==> src/hw/rtl/hdc_pkg.sv <==
// Shared types and constants for the L2-L4 header drop classifier.
package hdc_pkg;

    localparam int unsigned POS_W  = 16;
    localparam int unsigned HS_W   = 8;
    localparam int unsigned HL_W   = 6;
    localparam int unsigned PORT_W = 16;
    localparam int unsigned CFG_W  = 16;

    localparam logic [POS_W-1:0]  POS_MAX        = '1;
    localparam logic [PORT_W-1:0] TCP_PORT_RESET = 16'd80;
    localparam logic [PORT_W-1:0] UDP_PORT_RESET = 16'd9;

    localparam logic [15:0] ETYPE_VLAN  = 16'h8100;
    localparam logic [15:0] ETYPE_QINQ  = 16'h88A8;
    localparam logic [15:0] ETYPE_IPV4  = 16'h0800;
    localparam logic [15:0] ETYPE_IPV6  = 16'h86DD;

    localparam logic [7:0] PROTO_IPIP = 8'd4;
    localparam logic [7:0] PROTO_TCP  = 8'd6;
    localparam logic [7:0] PROTO_UDP  = 8'd17;
    localparam logic [7:0] PROTO_IPV6 = 8'd41;

    localparam logic [POS_W-1:0] OFF_ETYPE      = 16'd12;
    localparam logic [POS_W-1:0] OFF_VLAN_TYPE  = 16'd2;
    localparam logic [POS_W-1:0] OFF_V4_FRAG_HI = 16'd6;
    localparam logic [POS_W-1:0] OFF_V4_FRAG_LO = 16'd7;
    localparam logic [POS_W-1:0] OFF_V4_PROTO   = 16'd9;
    localparam logic [POS_W-1:0] OFF_V4_END     = 16'd19;
    localparam logic [POS_W-1:0] OFF_V6_NEXT    = 16'd6;
    localparam logic [POS_W-1:0] OFF_V6_END     = 16'd39;
    localparam logic [POS_W-1:0] OFF_SPORT_END  = 16'd2;
    localparam logic [POS_W-1:0] OFF_DPORT_END  = 16'd4;
    localparam logic [POS_W-1:0] OFF_TCP_END    = 16'd19;
    localparam logic [POS_W-1:0] OFF_UDP_END    = 16'd7;

    localparam logic [HL_W-1:0] V4_MIN_HL  = 6'd20;
    localparam logic [HS_W-1:0] V6_HDR_LEN = 8'd40;

    localparam logic [0:0] CFG_TCP_PORT = 1'b0;
    localparam logic [0:0] CFG_UDP_PORT = 1'b1;

    typedef enum logic [8:0] {
        PH_ETH    = 9'b000000001,
        PH_VLAN1  = 9'b000000010,
        PH_VLAN2  = 9'b000000100,
        PH_IPV4   = 9'b000001000,
        PH_INNER4 = 9'b000010000,
        PH_IPV6   = 9'b000100000,
        PH_INNER6 = 9'b001000000,
        PH_L4     = 9'b010000000,
        PH_DONE   = 9'b100000000
    } t_phase;

    typedef enum logic [1:0] {
        KIND_NONE = 2'd0,
        KIND_TCP  = 2'd1,
        KIND_UDP  = 2'd2
    } t_kind;

    typedef struct packed {
        logic       valid;
        logic [7:0] data;
        logic       last;
    } t_byte_item;

    typedef struct packed {
        logic [PORT_W-1:0] tcp_port;
        logic [PORT_W-1:0] udp_port;
    } t_drop_cfg;

endpackage

==> src/hw/rtl/hdc_parser.sv <==
// Per-packet header parse state and drop verdict logic, one byte per cycle.
module hdc_parser (
    input  logic               i_clk,
    input  logic               i_rst_n,
    input  hdc_pkg::t_byte_item i_item,
    input  hdc_pkg::t_drop_cfg  i_cfg,
    output logic               o_verdict
);
    import hdc_pkg::*;

    logic [POS_W-1:0]  r_pos, n_pos;
    t_phase            r_phase, n_phase;
    logic [HS_W-1:0]   r_hs, n_hs;
    logic [15:0]       r_pw, n_pw;
    logic [HL_W-1:0]   r_hl, n_hl;
    t_kind             r_kind, n_kind;
    logic [PORT_W-1:0] r_sport, n_sport;
    logic [PORT_W-1:0] r_dport, n_dport;
    logic              r_done, n_done;

    logic [POS_W-1:0]  off;
    logic              in_hdr;
    logic              outer;
    logic [POS_W-1:0]  type_at;
    logic [15:0]       pw_shift;
    logic [HS_W-1:0]   ip_next;
    logic [7:0]        proto;
    logic [PORT_W-1:0] drop_port;

    always_comb begin
        n_pos   = r_pos;
        n_phase = r_phase;
        n_hs    = r_hs;
        n_pw    = r_pw;
        n_hl    = r_hl;
        n_kind  = r_kind;
        n_sport = r_sport;
        n_dport = r_dport;
        n_done  = r_done;

        in_hdr   = r_pos >= {{(POS_W-HS_W){1'b0}}, r_hs};
        off      = r_pos - {{(POS_W-HS_W){1'b0}}, r_hs};
        outer    = (r_phase == PH_IPV4) || (r_phase == PH_IPV6);
        type_at  = (r_phase == PH_ETH) ? OFF_ETYPE : OFF_VLAN_TYPE;
        pw_shift = {r_pw[7:0], i_item.data};
        proto    = r_pw[7:0];
        ip_next  = (r_phase == PH_IPV6 || r_phase == PH_INNER6) ?
                   r_hs + V6_HDR_LEN : r_hs + {{(HS_W-HL_W){1'b0}}, r_hl};

        if (i_item.valid && in_hdr) begin
            unique case (r_phase)
                PH_ETH, PH_VLAN1, PH_VLAN2: begin
                    if (off == type_at || off == type_at + 16'd1) begin
                        n_pw = pw_shift;
                    end
                    if (off == type_at + 16'd1) begin
                        n_hs = r_pos[HS_W-1:0] + 8'd1;
                        if (pw_shift == ETYPE_VLAN || pw_shift == ETYPE_QINQ) begin
                            n_phase = (r_phase == PH_ETH)   ? PH_VLAN1 :
                                      (r_phase == PH_VLAN1) ? PH_VLAN2 : PH_DONE;
                        end else if (pw_shift == ETYPE_IPV4) begin
                            n_phase = PH_IPV4;
                        end else if (pw_shift == ETYPE_IPV6) begin
                            n_phase = PH_IPV6;
                        end else begin
                            n_phase = PH_DONE;
                        end
                    end
                end
                PH_IPV4, PH_INNER4: begin
                    if (off == '0) begin
                        n_hl = {i_item.data[3:0], 2'b00};
                        if ({i_item.data[3:0], 2'b00} < V4_MIN_HL) begin
                            n_phase = PH_DONE;
                        end
                    end else if (off == OFF_V4_FRAG_HI) begin
                        if (outer && i_item.data[5:0] != '0) begin
                            n_phase = PH_DONE;
                        end
                    end else if (off == OFF_V4_FRAG_LO) begin
                        if (outer && i_item.data != '0) begin
                            n_phase = PH_DONE;
                        end
                    end else if (off == OFF_V4_PROTO) begin
                        n_pw = {8'd0, i_item.data};
                    end else if (off == OFF_V4_END) begin
                        n_hs = ip_next;
                        if (outer && proto == PROTO_IPIP) begin
                            n_phase = PH_INNER4;
                        end else if (proto == PROTO_TCP) begin
                            n_kind  = KIND_TCP;
                            n_phase = PH_L4;
                        end else if (proto == PROTO_UDP) begin
                            n_kind  = KIND_UDP;
                            n_phase = PH_L4;
                        end else begin
                            n_phase = PH_DONE;
                        end
                    end
                end
                PH_IPV6, PH_INNER6: begin
                    if (off == OFF_V6_NEXT) begin
                        n_pw = {8'd0, i_item.data};
                    end else if (off == OFF_V6_END) begin
                        n_hs = ip_next;
                        if (outer && proto == PROTO_IPIP) begin
                            n_phase = PH_INNER4;
                        end else if (outer && proto == PROTO_IPV6) begin
                            n_phase = PH_INNER6;
                        end else if (proto == PROTO_TCP) begin
                            n_kind  = KIND_TCP;
                            n_phase = PH_L4;
                        end else if (proto == PROTO_UDP) begin
                            n_kind  = KIND_UDP;
                            n_phase = PH_L4;
                        end else begin
                            n_phase = PH_DONE;
                        end
                    end
                end
                PH_L4: begin
                    if (off < OFF_SPORT_END) begin
                        n_sport = {r_sport[7:0], i_item.data};
                    end else if (off < OFF_DPORT_END) begin
                        n_dport = {r_dport[7:0], i_item.data};
                    end
                    if ((r_kind == KIND_TCP && off == OFF_TCP_END) ||
                        (r_kind == KIND_UDP && off == OFF_UDP_END)) begin
                        n_done  = 1'b1;
                        n_phase = PH_DONE;
                    end
                end
                PH_DONE: begin
                end
                default: begin
                    n_phase = PH_DONE;
                end
            endcase
        end

        if (i_item.valid && r_pos != POS_MAX) begin
            n_pos = r_pos + 16'd1;
        end

        drop_port = (n_kind == KIND_TCP) ? i_cfg.tcp_port : i_cfg.udp_port;
        o_verdict = n_done && (n_kind != KIND_NONE) &&
                    (n_sport == drop_port || n_dport == drop_port);

        // end of frame: back to a clean per-packet state
        if (i_item.valid && i_item.last) begin
            n_pos   = '0;
            n_phase = PH_ETH;
            n_hs    = '0;
            n_pw    = '0;
            n_hl    = '0;
            n_kind  = KIND_NONE;
            n_sport = '0;
            n_dport = '0;
            n_done  = 1'b0;
        end
    end

    always_ff @(posedge i_clk) begin
        if (!i_rst_n) begin
            r_pos   <= '0;
            r_phase <= PH_ETH;
            r_hs    <= '0;
            r_pw    <= '0;
            r_hl    <= '0;
            r_kind  <= KIND_NONE;
            r_sport <= '0;
            r_dport <= '0;
            r_done  <= 1'b0;
        end else begin
            r_pos   <= n_pos;
            r_phase <= n_phase;
            r_hs    <= n_hs;
            r_pw    <= n_pw;
            r_hl    <= n_hl;
            r_kind  <= n_kind;
            r_sport <= n_sport;
            r_dport <= n_dport;
            r_done  <= n_done;
        end
    end

endmodule

==> src/hw/rtl/l2_l4_header_drop_classifier.sv <==
// Top level of the L2-L4 header drop classifier.
//
// Input channel: one frame byte per item (i_packet_byte, i_last_byte), taken
// when i_in_valid is high and o_in_stall is low. Frames start at the Ethernet
// destination address; i_last_byte marks the final byte.
// Output channel: one o_verdict item per frame (0 pass, 1 drop), offered on
// o_out_valid and taken when i_out_stall is low.
// Config: i_cfg_we writes i_cfg_wdata to the TCP (index 0) or UDP (index 1)
// drop port; write only while no frame is in flight.
// Throughput: one byte per cycle while the input is not stalled. Bytes pass an
// input register; the parser then updates its header state from it, and the
// verdict of a final byte lands in the output register at the same edge, so
// it is offered from the output register after the last byte is taken.
// Stall: a stalled verdict holds in the output register; only a final byte
// waiting behind it stalls the input, other bytes keep flowing.
// Reset: synchronous, active low; clears the pipeline and parse state and
// sets the drop ports to TCP 80 and UDP 9.
module l2_l4_header_drop_classifier (
    input  logic                      i_clk,
    input  logic                      i_rst_n,
    input  logic                      i_in_valid,
    output logic                      o_in_stall,
    input  logic [7:0]                i_packet_byte,
    input  logic                      i_last_byte,
    output logic                      o_out_valid,
    input  logic                      i_out_stall,
    output logic                      o_verdict,
    input  logic                      i_cfg_we,
    input  logic [0:0]                i_cfg_index,
    input  logic [hdc_pkg::CFG_W-1:0] i_cfg_wdata
);
    import hdc_pkg::*;

    logic       r_in_valid;
    logic [7:0] r_in_byte;
    logic       r_in_last;
    logic       r_out_valid;
    logic       r_verdict;
    t_drop_cfg  r_cfg;

    logic       advance;
    logic       verdict;
    t_byte_item step;

    assign advance    = r_in_valid && (!r_in_last || !r_out_valid || !i_out_stall);
    assign o_in_stall = r_in_valid && !advance;

    assign step.valid = advance;
    assign step.data  = r_in_byte;
    assign step.last  = r_in_last;

    hdc_parser u_parser (
        .i_clk     (i_clk),
        .i_rst_n   (i_rst_n),
        .i_item    (step),
        .i_cfg     (r_cfg),
        .o_verdict (verdict)
    );

    always_ff @(posedge i_clk) begin
        if (!i_rst_n) begin
            r_in_valid <= 1'b0;
        end else if (!o_in_stall) begin
            r_in_valid <= i_in_valid;
        end
    end

    always_ff @(posedge i_clk) begin
        if (i_in_valid && !o_in_stall) begin
            r_in_byte <= i_packet_byte;
            r_in_last <= i_last_byte;
        end
    end

    always_ff @(posedge i_clk) begin
        if (!i_rst_n) begin
            r_out_valid <= 1'b0;
        end else if (!r_out_valid || !i_out_stall) begin
            r_out_valid <= advance && r_in_last;
        end
    end

    always_ff @(posedge i_clk) begin
        if (advance && r_in_last) begin
            r_verdict <= verdict;
        end
    end

    always_ff @(posedge i_clk) begin
        if (!i_rst_n) begin
            r_cfg.tcp_port <= TCP_PORT_RESET;
            r_cfg.udp_port <= UDP_PORT_RESET;
        end else if (i_cfg_we) begin
            unique case (i_cfg_index)
                CFG_TCP_PORT: r_cfg.tcp_port <= i_cfg_wdata;
                CFG_UDP_PORT: r_cfg.udp_port <= i_cfg_wdata;
                default: begin
                end
            endcase
        end
    end

    assign o_out_valid = r_out_valid;
    assign o_verdict   = r_verdict;

endmodule

==> config.mk <==
export PLATFORM = sky130hd
export DESIGN_NAME = l2_l4_header_drop_classifier
export DESIGN_NICKNAME = d
export VERILOG_FILES = /design/src/hw/rtl/hdc_pkg.sv /design/src/hw/rtl/hdc_parser.sv /design/src/hw/rtl/l2_l4_header_drop_classifier.sv
export SDC_FILE = /design/constraint.sdc
export NUM_CORES = 1
export LEC_CHECK = 0
export BUFFER_PORTS_ARGS = -buffer_cell sky130_fd_sc_hd__buf_2
export CAP_MARGIN = 20
export CELL_PAD_IN_SITES_DETAIL_PLACEMENT = 1
export CELL_PAD_IN_SITES_GLOBAL_PLACEMENT = 2
export CORE_MARGIN = 1.5
export CORE_UTILIZATION = 38
export DETAILED_ROUTE_END_ITERATION = 16
export MAX_ROUTING_LAYER = met4
export PLACE_DENSITY_LB_ADDON = 0.1
export SLEW_MARGIN = 40
export SYNTH_ARGS = -nofsm -noshare
export SYNTH_HDL_FRONTEND = slang
export SYNTH_HIERARCHICAL = 1
export SYNTH_SLANG_ARGS = --single-unit
==> constraint.sdc <==
create_clock -name i_clk -period 5 [get_ports i_clk]
set_input_delay 1 -clock i_clk [delete_from_list [all_inputs] [get_ports i_clk]]
set_output_delay 1 -clock i_clk [all_outputs]
set_load 0.01 [all_outputs]
# Word level (Yosys, flattened, before mapping)
# Cells that the tools add are included.
# word_totals
reg_bits	124
wordCells	185
out_inout_bits	3
# classes
bitwise_logic	3
n_mux	66
n_eq_ne	47
n_reduce_logical	43
n_lt_le_gt_ge	4
n_addsub	6
# ops
cell	count
$mux 9	22
$mux 16	8
$mux 8	15
$eq 16x16->1	4
$eq 16x16->1 const B	3
$pmux 8 s3	2
$pmux 9 s5	1
$add 16x1->16 const B	2
$eq 16x3->1 const B	2
$mux 2	13
$eq 16x12->1 const B	1
$eq 16x4->1 const B	1
$eq 16x5->1 const B	1
$eq 16x6->1 const B	1
$eq 8x3->1 const B	2
$ge 16x8->1	1
$logic_not 16->1	1
$lt 16x2->1 const B	1
$lt 16x3->1 const B	1
$ne 16x16->1 const B	1
$sub 16x8->16	1
$logic_and 1x1->1	14
$ne 2x1->1 const B	7
$reduce_and 11->1	1
other kinds (39)	63

# Depth between registers and ports, before layout
# Gate-level depths: netlist of run 1.
# depth
ltp_word	16
depth_mapped	19

# Cells and area by module
# The synthesis of run 1 kept the hierarchy.
# by_module_without_submodules
mod	cells_each	n_inst	area_each_um2
hdc_parser	866	1	6581.3
l2_l4_header_drop_classifier	163	1	1620.3

# Worst setup path before layout of run 1
# Ideal clock, no wire load.
# synth_path
path_type	reg-to-reg
startpoint	reg u_parser.r_pos[0]
endpoint	reg r_verdict, in the netlist o_verdict, data pin
setup_time_ns	0.170
arrival_time_ns	4.094
n_path_buf	0
t_required_ns	4.830
synth_period_minus_slack_ns	4.263
path_slack_ns	0.737
path_stages_with_launch	17
path_cell_list	dfxtp_1 -> inv_1 -> ha_1 -> fa_1 -> nand2b_1 -> a21o_1 -> a31oi_1 -> xnor2_1 -> nor3_2 -> nand4_1 -> nor4_2 -> mux2i_1 -> xor2_1 -> a22oi_1 -> a2111o_1 -> nand4b_1 -> o32ai_2
# synth_between
elab_chain_len	14
# synth_rtl
item	line_no	rtl
start: declaration	hdc_parser.sv:11	logic [POS_W-1:0] r_pos, n_pos;
start signal: assignment	hdc_parser.sv:175	r_pos <= n_pos;
$sub 16x8->16	hdc_parser.sv:42	off = r_pos - {{(POS_W-HS_W){1'b0}}, r_hs};
$eq 16x5->1	hdc_parser.sv:86, hdc_parser.sv:127	
$mux 2	hdc_parser.sv:86	end else if (off == OFF_V4_END) begin
$mux 2	hdc_parser.sv:84	end else if (off == OFF_V4_PROTO) begin
$mux 2	hdc_parser.sv:80	end else if (off == OFF_V4_FRAG_LO) begin
$mux 2	hdc_parser.sv:76	end else if (off == OFF_V4_FRAG_HI) begin
$mux 2	hdc_parser.sv:71	if (off == '0) begin
$pmux 2 s2	hdc_parser.sv:51	unique case (r_phase)
$mux 2	hdc_parser.sv:50	if (i_item.valid && in_hdr) begin
$eq 2x1->1	hdc_parser.sv:145	drop_port = (n_kind == KIND_TCP) ? i_cfg.tcp_port : i_cfg.udp_port;
$mux 16	hdc_parser.sv:145	
$eq 16x16->1	hdc_parser.sv:147	(n_sport == drop_port || n_dport == drop_port);
$logic_or 1x1->1	hdc_parser.sv:147	
$logic_and 1x1->1 *	hdc_parser.sv:146	o_verdict = n_done && (n_kind != KIND_NONE) &&
via verdict	l2_l4_header_drop_classifier.sv:42	logic verdict;
end signal: assignment	l2_l4_header_drop_classifier.sv:85	r_verdict <= verdict;
end: declaration	l2_l4_header_drop_classifier.sv:38	logic r_verdict;
# The timed path passes the listed nets; every way through them passes the cells marked *.
# A chain may end at the register's enable or synchronous reset.

# Worst setup path after layout of run 1
# layout_path
startpoint	reg u_parser.r_hs[4]
endpoint	reg r_verdict, in the netlist o_verdict, data pin
# layout_between
elab_chain_len	14
# layout_rtl
item	line_no	rtl
start: declaration	hdc_parser.sv:13	logic [HS_W-1:0] r_hs, n_hs;
start signal: assignment	hdc_parser.sv:177	r_hs <= n_hs;
$sub 16x8->16	hdc_parser.sv:42	
$eq 16x5->1	hdc_parser.sv:86, hdc_parser.sv:127	
$mux 2	hdc_parser.sv:86	
$mux 2	hdc_parser.sv:84	
$mux 2	hdc_parser.sv:80	
$mux 2	hdc_parser.sv:76	
$mux 2	hdc_parser.sv:71	
$pmux 2 s2	hdc_parser.sv:51	
$mux 2	hdc_parser.sv:50	
$eq 2x1->1	hdc_parser.sv:145	
$mux 16	hdc_parser.sv:145	
$eq 16x16->1	hdc_parser.sv:147	
$logic_or 1x1->1	hdc_parser.sv:147	
$logic_and 1x1->1 *	hdc_parser.sv:146	
via verdict	l2_l4_header_drop_classifier.sv:42	
# Marks and branches as above.

==> results of run 1 <==
==> per-stage QoR <==
stage	hold slack, ps	setup slack (ps)	util [%]	power [mW]
after floorplan	435	737	-	1.18
after global placement	453	257	41.6	1.25
after detailed placement	461	135	41.6	1.25
after CTS	471	81.4	44.3	2.51
after global routing	494	20.3	44.8	2.58
final	468	231	44.8	2.48
==> logic make-up (layout without fill, tap and decap cells) <==
group | after synthesis | in the layout | synth area share [%]
muxes | 46 | 46 | 5.72
adders and majority gates | 17 | 17 | 2.78
buffers and inverters | 92 | 151 | 5.13
and+or+nand+nor | 471 | 471 | 29.2
DFF | 124 | 124 | 31.5
xor gates and xnor gates | 55 | 55 | 5.87
AOI/OAI and AO/OA | 224 | 224 | 19.8
==> critical path: cells and delay by family (launching register included) <==
kind            cells  cell delay [ps]
compound gates     10             2740
simple gates        3              750
fa+ha+maj           1              450
flops               1              360
buf+inv             2              300
==> what timing repair did <==
| item | CTS | global route |
|---|---|---|
| gates resized for setup | 0 | 4 |
| setup endpoints to repair | 0 | 1 |
| buffers inserted | 0 | 9 |
==> placed cells by master (no fill, tap or decap), types with 9 or more instances in the layout <==
cell,n
ha_1,15
o21ai_0,26
or2_2,9
nor2b_1,20
nand2b_1,14
a21boi_0,15
nor2_1,102
buf_4,56
clkbuf_16,18
inv_1,29
xnor2_1,22
a21oi_1,63
buf_2,33
or3_1,14
mux2i_1,41
nor4_1,17
a31oi_1,9
nand4_1,19
edfxtp_1,10
xor2_1,33
nand3_1,24
dfxtp_1,114
nand2_1,157
nor3_1,18
and3_1,17
a21boi_1,10
==> per-layer routing <==
layer | routed length (um) | part of all wire (%) | global-route usage [%]
met1 | 12300 | 45 | 30.0
met2 | 13400 | 49 | 43.9
met3 | 660 | 2.4 | 3.99
met4 | 1010 | 3.7 | 11.0
met5 | 0 | 0 | -
==> cell type report <==
type                            instances  share of cell area [%]
Multi-Input combinational cell        813                    55.5
Sequential cell                       124                    27.3
Timing Repair Buffer                   89                    6.20
Clock buffer                           19                    4.81
Tap cell                              275                    3.64
Clock inverter                         13                    1.32
Inverter                               30                    1.19
==> path summary, 6_finish.rpt <==
check | end | slack, ps | cells after the start
hold reg to reg | r_cfg[5] | 470 | 2
hold / removal | r_cfg[5] | 470 | 2
setup reg to reg | o_verdict | 230 | 16
setup / recovery | o_verdict | 230 | 16
==> sequential cells by signal (all words and copies together), names as in the netlist <==
name	count
o_out_valid	1
o_verdict	1
r_cfg	32
r_in_byte	8
r_in_last	1
r_in_valid	1
u_parser/r_done	1
u_parser/r_dport	16
u_parser/r_hl	4
u_parser/r_hs	8
u_parser/r_kind	2
u_parser/r_phase	9
u_parser/r_pos	16
u_parser/r_pw	8
u_parser/r_sport	16
==> power groups by stage <==
stage                     registers, mW  clock network [mW]  logic (mW)
after floorplan                    1.05                   0       0.124
after global placement             1.06                   0       0.187
after detailed placement           1.06                   0       0.188
after CTS                          1.04                1.28       0.189
after global routing               1.04                1.33       0.209
final                              1.04                1.25       0.190
==> results.md, run 1 <==
- Top-area cell type share of the netlist area: 27.8%
- Min-delay worst type: flop to flop
- Core box area: 21100 sq um
- Fin nets: about 1100
- Max Cap Viol: 0
- Slowest CP cell: a2111o_1
- DP HPWL: 21000 um
- H-tree Lvls: 4
- Yosys warns: 6
- Dpl cell area: roughly 9000 sq um
- Synth Register Bits: 124
- Power Density: 262 nW/um^2
- Layout area overhead: 15.2%
- Post-route minimum period: 4770 ps
- CP max FO: 12
- Combinational power share: 7.7%
- # hold bufs at CTS: 0
- Largest net degree at the start of global routing: 36
- Hold_sp: r_cfg[5]
- Fin crit share: 95.4%
- DRC: 0
- Psw: 662 uW
- Worst Path Arrival: 5010 ps
- Top_reg_cell synth: dfxtp_1
- Final Wtd Congestion: 0.998
- CP Cell Sequence: inv_1 -> ha_1 -> o211a_1 -> o31ai_1 -> a32o_1 -> a2111o_1 -> o41ai_2 -> and3_4 -> a21boi_1 -> buf_4 -> o31a_1 -> or3_1 -> a22oi_1 -> nand4_1 -> a211o_1 -> o32ai_2
- Avg WL per Cell: 20.1 um
- Die Y-Extent: 150 um
- Internal power: 1.82 mW
- # fillers: 2580
- Asr flop ratio synth: 0%
- Die Area: ~22000 sq um
- Sequential Power Share: 42.0%
- CTS Sinks: about 120
- Slew @ Worst Pin: 807 ps
- Clock power share: 50.3%
- Top cells by area, synth: dfxtp_1 28%, nand2_1 7.2%, mux2i_1 5.0%
- Clock Tree Root: clkbuf_16
- Synth Cell Area: between 8000 and 9000 sq um
- Final Max Tran Viols: 0
- Rows: 53
- Max Clock Freq: 210 MHz
- Worst slew margin: 46.0%
- Fraction of layout cells with a size suffix above 1: between 15 and 20%
- Synth Instances: 1029
- Initial antenna violation count: 0
- Worst r2r src: u_parser/r_hs[4]
- Routed Antenna Nets: 0
- Area of the multi-input gates: 5250 sq um
- Num CTS Buffers: 17
- Die Wd: 150 um
- Unrepaired setup endpoints after global routing: no
- Unique masters post-synth: 87
- Overall routing resource usage: 25.8%
- Cell area after layout: 9450 sq um
- Final Skew: 13.6 ps
- EDFF count, synth: 10
- Fin. Hold Viols: 0
- Vias per Instance: 5.66
- Most frequent cell after synthesis: nand2_1
- Total inserted antenna cells: 0
- Synthesized area per cell: 7.97 sq um
- Register area: around 2600 sq um
- Clk_lat worst skew: 430 ps
- Static Leak: 3.67 nW
- Peak VDD IR: 0.000224 V
- Startpoint Class: flop
- DR vias: 7715
- Starting Density: 38.9%
- WS Path Type: flop to flop
- Synth cell count leaders: 158 x nand2_1, 114 x dfxtp_1, 103 x nor2_1
- Leading area contributor after synthesis: dfxtp_1
- Initial DRC Count: slightly below 400
- Sequential area share after synthesis: 31.5%
- Gr ovfl total: 0
- CTS max path bufs: 2
- CTS tree: done
- Drt pass-1 iters: 5
- CP endpoint kind: flop
- Setup TNS: 0 ps
- I/O Pins: 34
- Crit. Startpoint: u_parser/r_hs[4]
- Switching portion of total power: 26.7%
- Syn nets: 1077
- Dpl cells: roughly 1300
- I/O Buffers: 33
- Setup Viol. Count Final: 0
- Worst-path clk slew: 70 ps
- First-pass GRT wire length: 43000 um
- Number of global-route vias before repair: 7656
- Status: finished, final reports clean
- Worst EP required: approximately 5200 ps
- Detailed Route WL: 27400 um
- Finished Layout Cells: 1363
- Slowest stage delay, CP: 470 ps
Power figures use the tool's default switching activity.
==> run 2, diff against run 1 <==
CORE_UTILIZATION = 39   (was 38)
CTS_BUF_LIST = sky130_fd_sc_hd__clkbuf_2 sky130_fd_sc_hd__clkbuf_4 sky130_fd_sc_hd__clkbuf_8   (was not set)
==> run 2 against run 1 <==
Worst setup slack better by 55 ps; final cell count down 1.5%; sequential power hardly changed; register-to-register slack improved by 60 ps; clock-buffer cell count did not move; critical path type unchanged; via count is 0.62% lower; clock skew rose by 2.8 ps; global-route usage rose by 0.11 points.
==> results.md, run 2 (synthesis gave the netlist of run 1 again) <==
- Final Skew: around 16 ps
- Slowest CP cell: a2111o_1
- Detailed Route WL: between 20000 and 30000 um
- Largest net degree at the start of global routing: just over 80
- Final Wtd Congestion: 0.913
- First-pass GRT wire length: 43000 um
- Psw: approximately 600 uW
- Vias per Instance: roughly 5.7
- Max Clock Freq: 212 MHz
- Worst slew margin: a little over half
- Die Wd: 148 um
- Initial antenna violation count: 0
- Worst-path clk slew: ~80 ps
- Flip-flop count of the largest register after layout: 32
- Power Density: 247 nW/um^2
- Gr ovfl total: 0
- Avg WL per Cell: around 20 um
- I/O Buffers: 33
- Worst path bufs/invs: 3
- Most frequent cells in the layout: 157 x nand2_1, 114 x dfxtp_1, 102 x nor2_1
- CP max FO: 15
- Combinational power share: 7.7%
- Peak VDD IR: 0.000143 V
- Clock power share: about 47%
- Commonest non-fill, non-tap cell in the layout: nand2_1
- Biggest register: r_cfg
- Crit path max-delay family: simple AND/OR/NAND/NOR gates
- CTS max path bufs: 2
- Slowest stage delay, CP: 520 ps
- Fraction of layout cells with a size suffix above 1: 16.0%
- FF-to-FF setup slack: between 200 and 300 ps
- Met2 wire len: between 10000 and 15000 um
- Internal power: 1.70 mW
- Hold_sp: u_parser/r_dport[8]
- Die Y-Extent: 148 um
- Sequential Power Share: 45.5%
- CP endpoint kind: flop
- Setup Viol. Count Final: 0
- Num CTS Buffers: 17
- Switching portion of total power: 26.0%
- Routed Antenna Nets: 0
- Setup TNS: 0 ps
- Starting Density: 40.1%
- Static Leak: 3.58 nW
- Drt pass-1 iters: 4
- Die Area: 21900 sq um
- Worst reg2reg path depth: 17
- DRC: 0
- Top Layer Used: met4
- Clk_lat worst skew: 460 ps
- Status: finished, final reports clean
- DP HPWL: 20300 um
- Final Max Tran Viols: 0
- Total inserted antenna cells: 0
- Routed wl met3: 764 um
- Clock Tree Root: clkbuf_8
- DR vias: between 7000 and 8000
- Slew @ Worst Pin: 708 ps
- Setup ws final: 286 ps
- Fin. Hold Viols: 0
- Unrepaired setup endpoints after global routing: no
- Fin util: a little under half
- CP Cell Sequence: inv_1 -> ha_1 -> and2_2 -> nor2_1 -> or3_1 -> a2111o_1 -> nor4_1 -> o2111a_2 -> buf_4 -> or2_0 -> buf_6 -> nand4_1 -> and3_1 -> or4b_1 -> nor4_2 -> o211ai_1 -> o32ai_2
- Hold Slack: roughly 470 ps
- Metal1 wirelength: 11900 um
- Initial DRC Count: 424
- Core box area: 20400 sq um
- Setup WS pre-CTS: 84.0 ps
- I/O Pins: 34
- Worst Path Arrival: 5000 ps
- Worst hold path depth: 2
- Overall routing resource usage: 25.9%
- CTS Sinks: 124
- H-tree Lvls: 4
- Layout area overhead: 13.5%
- Max Cap Viol: 0
- Rows: 52
- Min-delay worst type: flop to flop
- RR Endpoint: o_verdict
- CTS tree: done
- Startpoint Class: flop
- Worst EP required: about 5300 ps
- Total power: 2.30 mW
- Hold EP: u_parser/r_dport[8]
- Number of global-route vias before repair: between 7000 and 8000
- Fin nets: 1107
- WS Path Type: flop to flop
- Worst r2r src: u_parser/r_hs[4]
- Fin crit share: 94.3%
- Post-route minimum period: about 4700 ps
==> run 2: cell types whose count changed in the layout (fill, tap and decap cells not counted), moves of 3 or more <==
cell	before	now
inv_4	3	0
clkbuf_16	18	0
buf_4	56	36
nor4_2	6	9
bufinv_16	1	5
clkbuf_8	0	18
nor4_1	17	14
==> run 2: per-layer routing <==
layer / global-route usage, % / up-vias
met5: - / -
met4: 8.56 / 0
met3: 3.86 / 41
met2: 44.8 / 118
met1: 30.7 / 3770
li1: - / 3738
==> run 2: timing repair <==
| action | CTS | global route |
|---|---|---|
| hold buffers | 0 | 0 |
| hold endpoints to repair | 0 | 0 |
| buffers inserted | 0 | 5 |
| endpoints found under the setup margin | 0 | 1 |
| gates resized for setup | 0 | 20 |
==> run 2: worst max path at each step <==
stage                                 start   endpoint  slack (ps)  cells past startpoint
after floorplan           u_parser/r_pos[0]  o_verdict         740                     16
after CTS                 u_parser/r_pos[0]  o_verdict          30                     16
after global placement    u_parser/r_pos[0]  o_verdict         250                     15
final                      u_parser/r_hs[4]  o_verdict         290                     17
after detailed placement  u_parser/r_pos[0]  o_verdict          80                     16
after global routing      u_parser/r_pos[7]  o_verdict          40                     15
==> run 2: final cells by class <==
cell class / instances / area (sq um)
multi-input combinational: 813 / 5310
timing repair buffer: 73 / 498
inverter: 30 / 113
clock inverter: 13 / 213
tap: 270 / 338
clock buffer: 19 / 255
sequential: 124 / 2580
fill: 2524 / 11100
==> run 2: per-stage QoR <==
stage | cell area, sq um | cells
after floorplan | 8200 | 1029
after global placement | 8680 | 1305
after detailed placement | 8690 | 1305
after CTS | 9160 | 1337
after global routing | 9310 | 1342
final | 9310 | 1342
==> run 2: power groups by stage <==
stage                     Combinational, mW  Sequential, mW  Clock, mW
after floorplan                       0.124            1.05          0
after global routing                  0.198            1.05       1.15
after global placement                0.176            1.07          0
after CTS                             0.178            1.05       1.11
after detailed placement              0.177            1.07          0
final                                 0.178            1.05       1.08
==> run 2: worst reg2reg max path, stage by stage, from the launching register on <==
cell and delay (ps):
dfxtp_1 370, inv_1 80, ha_1 430, and2_2 240, nor2_1 50, or3_1 310
a2111o_1 520, nor4_1 280, o2111a_2 280, buf_4 140, or2_0 130, buf_6 180
nand4_1 170, and3_1 180, or4b_1 520, nor4_2 230, o211ai_1 140, o32ai_2 290
